## config.mk

```make
export PLATFORM = sky130hd
export DESIGN_NAME = ilir_cell
export DESIGN_NICKNAME = d
export VERILOG_FILES = /design/src/rtl/core/ilir_pkg.sv /design/src/rtl/core/ilir_cell.sv
export SDC_FILE = /design/constraint.sdc
export NUM_CORES = 1
export LEC_CHECK = 0
export BUFFER_PORTS_ARGS = -buffer_cell sky130_fd_sc_hd__buf_4
export CAP_MARGIN = 10
export CELL_PAD_IN_SITES_DETAIL_PLACEMENT = 1
export CELL_PAD_IN_SITES_GLOBAL_PLACEMENT = 1
export CORE_ASPECT_RATIO = 0.9
export CORE_MARGIN = 2
export CORE_UTILIZATION = 26
export CTS_CLUSTER_DIAMETER = 200
export DETAILED_ROUTE_END_ITERATION = 8
export PLACE_DENSITY_LB_ADDON = 0.1
export SYNTH_ARGS = -nofsm -noshare
export SYNTH_HDL_FRONTEND = slang
export SYNTH_SLANG_ARGS = --single-unit
```

## constraint.sdc

```tcl
create_clock -name clk_i -period 5.98 [get_ports clk_i]
set_input_delay 1.196 -clock clk_i [delete_from_list [all_inputs] [get_ports clk_i]]
set_output_delay 1.196 -clock clk_i [all_outputs]
set_load 0.02 [all_outputs]
```

## src/rtl/core/ilir_pkg.sv

```systemverilog
package ilir_pkg;

  localparam int unsigned DepthDefault    = 64;
  localparam int unsigned WordBitsDefault = 32;

  localparam int unsigned OPCODE_W = 3;
  localparam int unsigned INDEX_W  = 7;
  localparam int unsigned VALUE_W  = 32;
  localparam int unsigned STATUS_W = 2;
  localparam int unsigned LEN_W    = 7;

  localparam int unsigned IN_DATA_W  = 40;
  localparam int unsigned OUT_DATA_W = 40;

  localparam logic [OPCODE_W-1:0] OP_APPEND = 3'd0;
  localparam logic [OPCODE_W-1:0] OP_INSERT = 3'd1;
  localparam logic [OPCODE_W-1:0] OP_POP    = 3'd2;
  localparam logic [OPCODE_W-1:0] OP_REMOVE = 3'd3;
  localparam logic [OPCODE_W-1:0] OP_READ   = 3'd4;

  localparam logic [STATUS_W-1:0] ST_OK     = 2'd0;
  localparam logic [STATUS_W-1:0] ST_BADIDX = 2'd1;
  localparam logic [STATUS_W-1:0] ST_FULL   = 2'd2;
  localparam logic [STATUS_W-1:0] ST_EMPTY  = 2'd3;

  typedef struct packed {
    logic ins;
    logic rem;
  } ilir_ctl_t;

endpackage

```

## src/rtl/core/ilir_cell.sv

```systemverilog
module ilir_cell #(
  parameter int unsigned IDX       = 0,
  parameter int unsigned WORD_BITS = 32,
  parameter int unsigned POS_W     = 7
) (
  input  logic                   clk_i,
  input  ilir_pkg::ilir_ctl_t    ctl_i,
  input  logic [POS_W-1:0]       pos_i,
  input  logic [WORD_BITS-1:0]   value_i,
  input  logic [WORD_BITS-1:0]   left_i,
  input  logic [WORD_BITS-1:0]   right_i,
  output logic [WORD_BITS-1:0]   q_o,
  output logic [WORD_BITS-1:0]   rd_o
);
  import ilir_pkg::*;

  localparam logic [POS_W-1:0] MyPos = POS_W'(IDX);

  logic [WORD_BITS-1:0] entry_q, entry_d;

  always_comb begin
    entry_d = entry_q;
    if (ctl_i.ins) begin
      if (pos_i == MyPos) begin
        entry_d = value_i;
      end else if (pos_i < MyPos) begin
        entry_d = left_i;
      end
    end else if (ctl_i.rem) begin
      if (pos_i <= MyPos) begin
        entry_d = right_i;
      end
    end
  end

  always_ff @(posedge clk_i) begin
    entry_q <= entry_d;
  end

  assign q_o  = entry_q;
  assign rd_o = (pos_i == MyPos) ? entry_q : '0;

endmodule

```

==> results of run 1 <==
-- final cells by class --
| cell class | count | area [um2] |
|---|---|---|
| fill | 787 | 4030 |
| inverter | 32 | 120 |
| timing repair buffer | 138 | 1040 |
| tap | 93 | 116 |
| multi-input combinational | 68 | 703 |
| clock buffer | 5 | 68.8 |
| sequential | 32 | 961 |
-- worst max-delay path, delay by kind of cell --
kind	cells	cell delay [ns]
simple gates	2	1.17
buf+inv	2	0.29
-- report_power, final --
group / internal (mW) / total, mW / switching (mW)
registers: 0.250 / 0.250 / 0.000542
logic: 0.0480 / 0.0729 / 0.0249
clock network: 0.0750 / 0.150 / 0.0750
total: 0.373 / 0.473 / 0.101
-- metal layers --
metal	routed length [um]	vias up	part of all wire (%)	global-route usage, %
li1	-	753	-	-
met1	1980	730	37	14.9
met2	2820	70	53	24.7
met3	489	6	9.2	4.80
met4	44	0	0.83	3.95
met5	0	-	0	0
-- path summary, 6_finish.rpt --
check  cells past startpoint         from                 to
max                        4     pos_i[1]            rd_o[0]
min                        2  right_i[29]  q_o[29]$_DFFE_PP_
-- metrics by stage --
step / utilization [%] / power [mW] / area (um2) / cells / hold slack (ns)
6_report: 42.7 / 0.473 / 3010 / 368 / 1.22
5_1_grt: 42.7 / 0.495 / 3010 / 368 / 1.21
4_1_cts: 42.7 / 0.482 / 3010 / 368 / 1.20
3_5_place_dp: 41.7 / 0.329 / 2940 / 363 / 1.50
3_3_place_gp: 41.7 / 0.328 / 2940 / 363 / 1.50
2_1_floorplan: - / 0.290 / 1890 / 144 / 1.42
-- cell usage after synthesis --
cell and instances:
sky130_fd_sc_hd__edfxtp_1 32, sky130_fd_sc_hd__inv_1 32, sky130_fd_sc_hd__mux2_2 32, sky130_fd_sc_hd__nor3_2 30, sky130_fd_sc_hd__buf_2 6, sky130_fd_sc_hd__buf_12 3
sky130_fd_sc_hd__nor3_1 3, sky130_fd_sc_hd__clkbuf_1 2, sky130_fd_sc_hd__buf_6 1, sky130_fd_sc_hd__nor2_1 1, sky130_fd_sc_hd__or3_1 1, sky130_fd_sc_hd__or4_4 1
-- cells by family after synthesis --
family	share of synthesized area (%)
DFF	50.9
buffers and inverters	12.1
and+or+nand+nor	17.8
muxes	19.1
==> impl_metrics.prom, run 1 <==
# TYPE chip_impl_metric gauge
chip_impl_metric{name="preCtsSetupSlack",unit="ns"} 1.92
chip_impl_info{name="clock_tree_from_tritoncts",value="yes"} 1
chip_impl_metric{name="synth.distinct_cells",unit=""} 12
chip_impl_info{name="crit_path_end_kind",value="output pin"} 1
chip_impl_metric{name="timing.critical_path.slowest_cell_delay",unit="ns"} 0.89
chip_impl_metric{name="post-synth-top-area-fraction",unit="%"} 50.9
chip_impl_metric{name="post_cts_resize_count",unit=""} 0
chip_impl_info{name="start_to_end_type_of_the_worst_setup_path",value="input port to output pin"} 1
chip_impl_metric{name="syn_nets",unit=""} 250
chip_impl_info{name="worstHoldPathType",value="input port to flop"} 1
chip_impl_metric{name="synthesis.instances",unit=""} 144
chip_impl_metric{name="cts-buffers-inserted",unit=""} 5
chip_impl_metric{name="finalCriticalPeriod",unit="ns"} 3.86
chip_impl_metric{name="grt.overflow.total",unit=""} 0
chip_impl_metric{name="hold_violation_total_from_the_final_report",unit=""} 0
chip_impl_metric{name="power-per-cell-area",unit="mW/mm2"} 157
chip_impl_info{name="run_status",value="complete, no violations"} 1
chip_impl_metric{name="worstPathRequired",unit="ns"} 4.78
chip_impl_metric{name="detailroute.via_count",unit=""} 1559
chip_impl_metric{name="worst-endpoint-arrival",unit="ns"} 2.67
chip_impl_metric{name="number_of_nets_with_antenna_violations_after_detailed_routing",unit=""} 0
chip_impl_metric{name="route.detailed.vias_per_inst",unit=""} 4.24
chip_impl_metric{name="die_area",unit="mm2"} 0.00796
chip_impl_metric{name="postSynthRegisterBits",unit=""} 32
chip_impl_metric{name="leakage",unit="nW"} 1.33
chip_impl_metric{name="slew_violations",unit=""} 0
chip_impl_info{name="timing.critical_path.cells",value="buf_4 > or3_2 > nor3_1 > buf_4"} 1
chip_impl_metric{name="synth.yosys.seq_area_share",unit="%"} 50.9
chip_impl_info{name="most_common_cell_after_layout_fill_and_taps_aside",value="sky130_fd_sc_hd__buf_4"} 1
chip_impl_metric{name="layout_setup_ws",unit="ns"} 2.12
chip_impl_metric{name="finalSetupTns",unit="ns"} 0
chip_impl_metric{name="route.detailed.wl_per_inst",unit="um"} 14.5
chip_impl_info{name="slowest_cell_on_the_critical_path",value="sky130_fd_sc_hd__or3_2"} 1
chip_impl_info{name="ys_top_cells_by_area",value="sky130_fd_sc_hd__edfxtp_1 51%, sky130_fd_sc_hd__mux2_2 19%, sky130_fd_sc_hd__nor3_2 16%"} 1
chip_impl_metric{name="grt_antenna_before_repair",unit=""} 0
chip_impl_info{name="yosys.area.top_type",value="sky130_fd_sc_hd__edfxtp_1"} 1
chip_impl_info{name="timing.critical_path.mode_cell",value="sky130_fd_sc_hd__buf_4"} 1
chip_impl_metric{name="die_w",unit="um"} 93.8
chip_impl_metric{name="synth_area_per_cell",unit="um2"} 13.1
chip_impl_metric{name="num-nets-final",unit=""} 383
chip_impl_metric{name="clock_sink_count",unit=""} 32
chip_impl_metric{name="cts_hold_buffers_added",unit=""} 0
chip_impl_metric{name="grt_start_max_net_pins",unit=""} 34
chip_impl_metric{name="mappedNetlistArea",unit="mm2"} 0.00189
chip_impl_info{name="rsz0062_at_grt",value="no"} 1
chip_impl_metric{name="post_route_cells_drive_above_1_share",unit="%"} 75.6
chip_impl_metric{name="grt_usage",unit="%"} 13.6
chip_impl_metric{name="floorplan.initialDensity",unit="%"} 26.8
chip_impl_metric{name="ioPinCount",unit=""} 170
chip_impl_metric{name="core_area",unit="mm2"} 0.00704
chip_impl_metric{name="vdd_drop_max",unit="mV"} 0.0748
chip_impl_metric{name="min_period_over_period",unit="%"} 64.6
chip_impl_info{name="layout_common_cells",value="138 x sky130_fd_sc_hd__buf_4, 32 x sky130_fd_sc_hd__mux2_2, 32 x sky130_fd_sc_hd__inv_1, 32 x sky130_fd_sc_hd__edfxtp_1, 31 x sky130_fd_sc_hd__nor3_2"} 1
chip_impl_metric{name="first_global_vias",unit=""} 1650
chip_impl_metric{name="post-cts-setup-buffers",unit=""} 0
chip_impl_metric{name="grt_first_pass_wirelength",unit="mm"} 8.40
chip_impl_metric{name="post-route-drc-count",unit=""} 0
chip_impl_metric{name="max_clock_freq",unit="GHz"} 0.259
chip_impl_metric{name="drt_pass1_iterations",unit=""} 2
chip_impl_metric{name="max_ffs_per_register",unit=""} 32
chip_impl_metric{name="max_slew_margin",unit="%"} 31.0
chip_impl_metric{name="place_congestion",unit=""} 0.720
chip_impl_metric{name="path_max_fanout",unit=""} 33
chip_impl_metric{name="timing.final.setup_violations",unit=""} 0
chip_impl_metric{name="areaGrowthSynthToFinish",unit="%"} 59.3
chip_impl_metric{name="dpl.hpwl",unit="mm"} 3.82
chip_impl_info{name="cts-root-buf",value="sky130_fd_sc_hd__clkbuf_8"} 1
chip_impl_metric{name="count_of_yosys_warnings_during_synthesis",unit=""} 0
chip_impl_metric{name="drc_marker_count_from_the_first_detailed_route_iteration",unit=""} 28
chip_impl_metric{name="antenna_cells_inserted",unit=""} 0
chip_impl_metric{name="die-height",unit="um"} 84.8
chip_impl_info{name="cp-start-kind",value="input port"} 1
chip_impl_metric{name="drt-total-wl",unit="mm"} 5.33
chip_impl_metric{name="fp-row-count",unit=""} 29
chip_impl_metric{name="clock_path_buffers",unit=""} 2
chip_impl_metric{name="maxCapViolCount",unit=""} 0
chip_impl_metric{name="cts_htree_levels",unit=""} 2
chip_impl_metric{name="cts.reportedPaths.clkPinSlew",unit="ns"} 0.06
chip_impl_metric{name="portBuffers",unit=""} 137
chip_impl_metric{name="worstMarginPinSlew",unit="ns"} 1.03
(Power assumes the default switching activity.)
==> run 2, diff against run 1 <==
--- a/config.mk
+++ b/config.mk
@@ -5,13 +5,14 @@
 export SDC_FILE = /design/constraint.sdc
 export NUM_CORES = 1
 export LEC_CHECK = 0
+export ABC_AREA = 1
 export BUFFER_PORTS_ARGS = -buffer_cell sky130_fd_sc_hd__buf_4
 export CAP_MARGIN = 10
 export CELL_PAD_IN_SITES_DETAIL_PLACEMENT = 1
 export CELL_PAD_IN_SITES_GLOBAL_PLACEMENT = 1
 export CORE_ASPECT_RATIO = 0.9
 export CORE_MARGIN = 2
-export CORE_UTILIZATION = 26
+export CORE_UTILIZATION = 23
 export CTS_CLUSTER_DIAMETER = 200
 export DETAILED_ROUTE_END_ITERATION = 8
 export PLACE_DENSITY_LB_ADDON = 0.1
==> constraint.sdc (replaced) <==
create_clock -name clk_i -period 3.5 [get_ports clk_i]
set_input_delay 0.7 -clock clk_i [delete_from_list [all_inputs] [get_ports clk_i]]
set_output_delay 0.7 -clock clk_i [all_outputs]
set_load 0.02 [all_outputs]
==> impl_metrics.prom, run 2 <==
# TYPE chip_impl_metric gauge
chip_impl_info{name="crit_path_end_kind",value="output pin"} 1
chip_impl_metric{name="max_ffs_per_register",unit=""} 32
chip_impl_info{name="clock_tree_from_tritoncts",value="yes"} 1
chip_impl_metric{name="cts-buffers-inserted",unit=""} 5
chip_impl_metric{name="drt-total-wl",unit="mm"} 5.55
chip_impl_metric{name="hold_violation_total_from_the_final_report",unit=""} 0
chip_impl_info{name="synth_ff_type",value="sky130_fd_sc_hd__edfxtp_1"} 1
chip_impl_metric{name="placed_instance_area",unit="mm2"} 0.00302
chip_impl_metric{name="fp-row-count",unit=""} 31
chip_impl_info{name="post_synth_most_frequent_cells",value="65 x sky130_fd_sc_hd__inv_1, 32 x sky130_fd_sc_hd__edfxtp_1, 32 x sky130_fd_sc_hd__nand2_1, 30 x sky130_fd_sc_hd__nor3_2, 19 x sky130_fd_sc_hd__o21ai_0"} 1
chip_impl_metric{name="number_of_nets_with_antenna_violations_after_detailed_routing",unit=""} 0
chip_impl_metric{name="min_delay_path_depth",unit=""} 3
chip_impl_info{name="slowest_cell_on_the_critical_path",value="sky130_fd_sc_hd__buf_4"} 1
chip_impl_metric{name="finalCriticalPeriod",unit="ns"} 2.67
chip_impl_metric{name="ioPinCount",unit=""} 170
chip_impl_metric{name="synth-edff-count",unit=""} 32
chip_impl_info{name="ys_top_cells_by_area",value="sky130_fd_sc_hd__edfxtp_1 49%, sky130_fd_sc_hd__nor3_2 15%, sky130_fd_sc_hd__inv_1 13%"} 1
chip_impl_info{name="rsz0062_at_grt",value="no"} 1
chip_impl_metric{name="maxCapViolCount",unit=""} 0
chip_impl_metric{name="detailroute.via_count",unit=""} 1792
chip_impl_metric{name="grt_antenna_before_repair",unit=""} 0
chip_impl_metric{name="grt_usage",unit="%"} 11.8
chip_impl_metric{name="floorplan.initialDensity",unit="%"} 23.9
chip_impl_metric{name="num-nets-final",unit=""} 454
chip_impl_metric{name="route.detailed.wl_per_inst",unit="um"} 12.4
chip_impl_metric{name="count_of_yosys_warnings_during_synthesis",unit=""} 0
chip_impl_metric{name="areaGrowthSynthToFinish",unit="%"} 58.9
chip_impl_metric{name="layout_setup_ws",unit="ns"} 0.828
chip_impl_metric{name="synth.distinct_cells",unit=""} 13
chip_impl_metric{name="worstPathRequired",unit="ns"} 2.80
chip_impl_info{name="worst_path_dominant_cell_family",value="buffers and inverters"} 1
chip_impl_metric{name="post_route_cells_drive_above_1_share",unit="%"} 51.7
chip_impl_metric{name="mappedNetlistArea",unit="mm2"} 0.00195
chip_impl_metric{name="power.internal",unit="uW"} 628
chip_impl_info{name="hp-start",value="value_i[16]"} 1
chip_impl_metric{name="switching_share_of_power",unit="%"} 22.9
chip_impl_info{name="run_status",value="complete, no violations"} 1
chip_impl_metric{name="switchingPower",unit="uW"} 187
chip_impl_metric{name="core_area",unit="mm2"} 0.00815
chip_impl_metric{name="post-route-cell-area",unit="mm2"} 0.00310
chip_impl_metric{name="preCtsSetupSlack",unit="ns"} 0.804
chip_impl_metric{name="synthesis.instances",unit=""} 213
chip_impl_metric{name="max_slew_margin",unit="%"} 63.1
chip_impl_info{name="timing.critical_path.cells",value="buf_4 > nor2_2 > nand2_2 > buf_4 > nor3_1 > buf_4"} 1
chip_impl_metric{name="leakage",unit="nW"} 1.53
chip_impl_info{name="timing.hold.worst_endpoint",value="q_o[16]$_DFFE_PP_"} 1
chip_impl_metric{name="grt_start_max_net_pins",unit=""} 66
chip_impl_metric{name="first_global_vias",unit=""} 1735
chip_impl_info{name="worstHoldPathType",value="input port to flop"} 1
chip_impl_metric{name="drt_pass1_iterations",unit=""} 4
chip_impl_metric{name="cts_hold_buffers_added",unit=""} 0
chip_impl_metric{name="postSynthRegisterBits",unit=""} 32
chip_impl_metric{name="path_max_fanout",unit=""} 17
chip_impl_metric{name="post-synth-top-area-fraction",unit="%"} 49.3
chip_impl_metric{name="clock_power_share",unit="%"} 32.2
chip_impl_metric{name="portBuffers",unit=""} 137
chip_impl_metric{name="die_area",unit="mm2"} 0.00923
chip_impl_metric{name="worstMarginPinSlew",unit="ns"} 0.553
chip_impl_metric{name="min_period_over_period",unit="%"} 76.4
chip_impl_metric{name="post-layout-total-power",unit="uW"} 815
chip_impl_metric{name="cts_htree_levels",unit=""} 2
chip_impl_metric{name="post-cts-setup-buffers",unit=""} 0
chip_impl_metric{name="route.detailed.vias_per_inst",unit=""} 4.01
chip_impl_metric{name="post_cts_resize_count",unit=""} 0
chip_impl_metric{name="finalSetupTns",unit="ns"} 0
chip_impl_metric{name="slew_violations",unit=""} 0
chip_impl_metric{name="postSynth.asyncResetShare",unit="%"} 0
chip_impl_metric{name="cts.reportedPaths.clkPinSlew",unit="ns"} 0.07
chip_impl_metric{name="clock_path_buffers",unit=""} 2
chip_impl_metric{name="power_frac_comb",unit="%"} 15.4
chip_impl_metric{name="synth_area_per_cell",unit="um2"} 9.16
chip_impl_metric{name="drc_marker_count_from_the_first_detailed_route_iteration",unit=""} 20
chip_impl_info{name="yosys.area.top_type",value="sky130_fd_sc_hd__edfxtp_1"} 1
chip_impl_metric{name="syn_nets",unit=""} 319
chip_impl_info{name="layout_common_cells",value="141 x sky130_fd_sc_hd__buf_4, 65 x sky130_fd_sc_hd__inv_1, 32 x sky130_fd_sc_hd__nand2_1, 32 x sky130_fd_sc_hd__edfxtp_1, 30 x sky130_fd_sc_hd__nor3_2"} 1
chip_impl_metric{name="layout.filler_cells",unit=""} 988
chip_impl_metric{name="max_clock_freq",unit="GHz"} 0.374
chip_impl_info{name="cp-start-kind",value="input port"} 1
chip_impl_metric{name="synth.yosys.seq_area_share",unit="%"} 49.3
chip_impl_metric{name="die_w",unit="um"} 101
chip_impl_info{name="most_common_cell_after_layout_fill_and_taps_aside",value="sky130_fd_sc_hd__buf_4"} 1
chip_impl_metric{name="power-per-cell-area",unit="mW/mm2"} 263
chip_impl_metric{name="grt.overflow.total",unit=""} 0
chip_impl_metric{name="clock_sink_count",unit=""} 32
chip_impl_metric{name="vdd_drop_max",unit="mV"} 0.141
chip_impl_metric{name="path_buf_inv",unit=""} 3
chip_impl_info{name="timing.critical_path.mode_cell",value="sky130_fd_sc_hd__buf_4"} 1
chip_impl_metric{name="grt_first_pass_wirelength",unit="mm"} 8.46
chip_impl_info{name="yosysMostFrequentCell",value="sky130_fd_sc_hd__inv_1"} 1
chip_impl_info{name="cts-root-buf",value="sky130_fd_sc_hd__clkbuf_8"} 1
chip_impl_metric{name="power.share.sequential",unit="%"} 52.5
chip_impl_info{name="start_to_end_type_of_the_worst_setup_path",value="input port to output pin"} 1
chip_impl_metric{name="place_congestion",unit=""} 0.654
chip_impl_metric{name="antenna_cells_inserted",unit=""} 0
chip_impl_metric{name="timing.final.setup_violations",unit=""} 0
chip_impl_metric{name="dpl.hpwl",unit="mm"} 4.35
chip_impl_metric{name="post-route-drc-count",unit=""} 0
chip_impl_metric{name="die-height",unit="um"} 91.4
chip_impl_metric{name="worst-endpoint-arrival",unit="ns"} 1.97
chip_impl_metric{name="timing.critical_path.slowest_cell_delay",unit="ns"} 0.36
run 2: cell count changes after synthesis, moves of 2 or more:
cell / delta
sky130_fd_sc_hd__buf_6: +6
sky130_fd_sc_hd__nor2_1: +2
sky130_fd_sc_hd__buf_4: +5
sky130_fd_sc_hd__nand2_2: +2
sky130_fd_sc_hd__o21ai_0: +19
sky130_fd_sc_hd__inv_1: +33
sky130_fd_sc_hd__buf_12: -3
sky130_fd_sc_hd__buf_2: -6
sky130_fd_sc_hd__nand2_1: +32
sky130_fd_sc_hd__o21ai_1: +13
sky130_fd_sc_hd__mux2_2: -32
run 2: kinds of logic (layout without fill, tap and decap cells):
family                 count (synthesis)  after routing  share of synthesized area (%)
buffers and inverters                 78            213                           18.7
AND/OR/NAND/NOR                       71             71                           23.9
flip-flops                            32             32                           49.3
AO/OA/AOI/OAI                         32             32                           8.21
run 2: final cells by class:
type	count	area, um2	area share, %
clock inverter	2	7.51	0.242
inverter	65	244	7.87
multi-input combinational	103	637	20.5
sequential	32	961	31.0
tap	99	124	4.00
clock buffer	5	68.8	2.22
timing repair buffer	141	1060	34.1
run 2: power groups by stage:
stage | Sequential (mW) | Clock, mW | Combinational, mW
6_report | 0.428 | 0.262 | 0.125
5_1_grt | 0.428 | 0.293 | 0.141
4_1_cts | 0.428 | 0.277 | 0.129
3_5_place_dp | 0.436 | 0 | 0.128
3_3_place_gp | 0.436 | 0 | 0.125
2_1_floorplan | 0.439 | 0 | 0.0562
run 2: worst max path at each step:
stage / start / slack, ns / end / depth (start not counted)
detailed placement: pos_i[0] / 0.80 / rd_o[31] / 6
floorplan: pos_i[0] / 0.86 / q_o[0]$_DFFE_PP_ / 3
global placement: pos_i[0] / 0.83 / rd_o[31] / 6
global route: pos_i[0] / 0.70 / rd_o[31] / 6
CTS: pos_i[0] / 0.80 / rd_o[31] / 6
finish: pos_i[0] / 0.83 / rd_o[31] / 6
run 2: per-stage QoR:
step / hold WS (ns) / util [%] / std cells
after floorplan: 0.891 / - / 213
after global placement: 0.979 / 37.1 / 440
after detailed placement: 0.986 / 37.1 / 440
after CTS: 0.687 / 38.1 / 447
after global routing: 0.693 / 38.1 / 447
final: 0.696 / 38.1 / 447
run 2: routing by layer:
metal  vias to the layer above  track usage, %  share of wire (%)
met4                         0            4.05               0.85
met5                         -               0                  0
met3                         2            3.62                8.5
met2                        65            21.3                 53
met1                       799            12.8                 38
li1                        926               -                  -
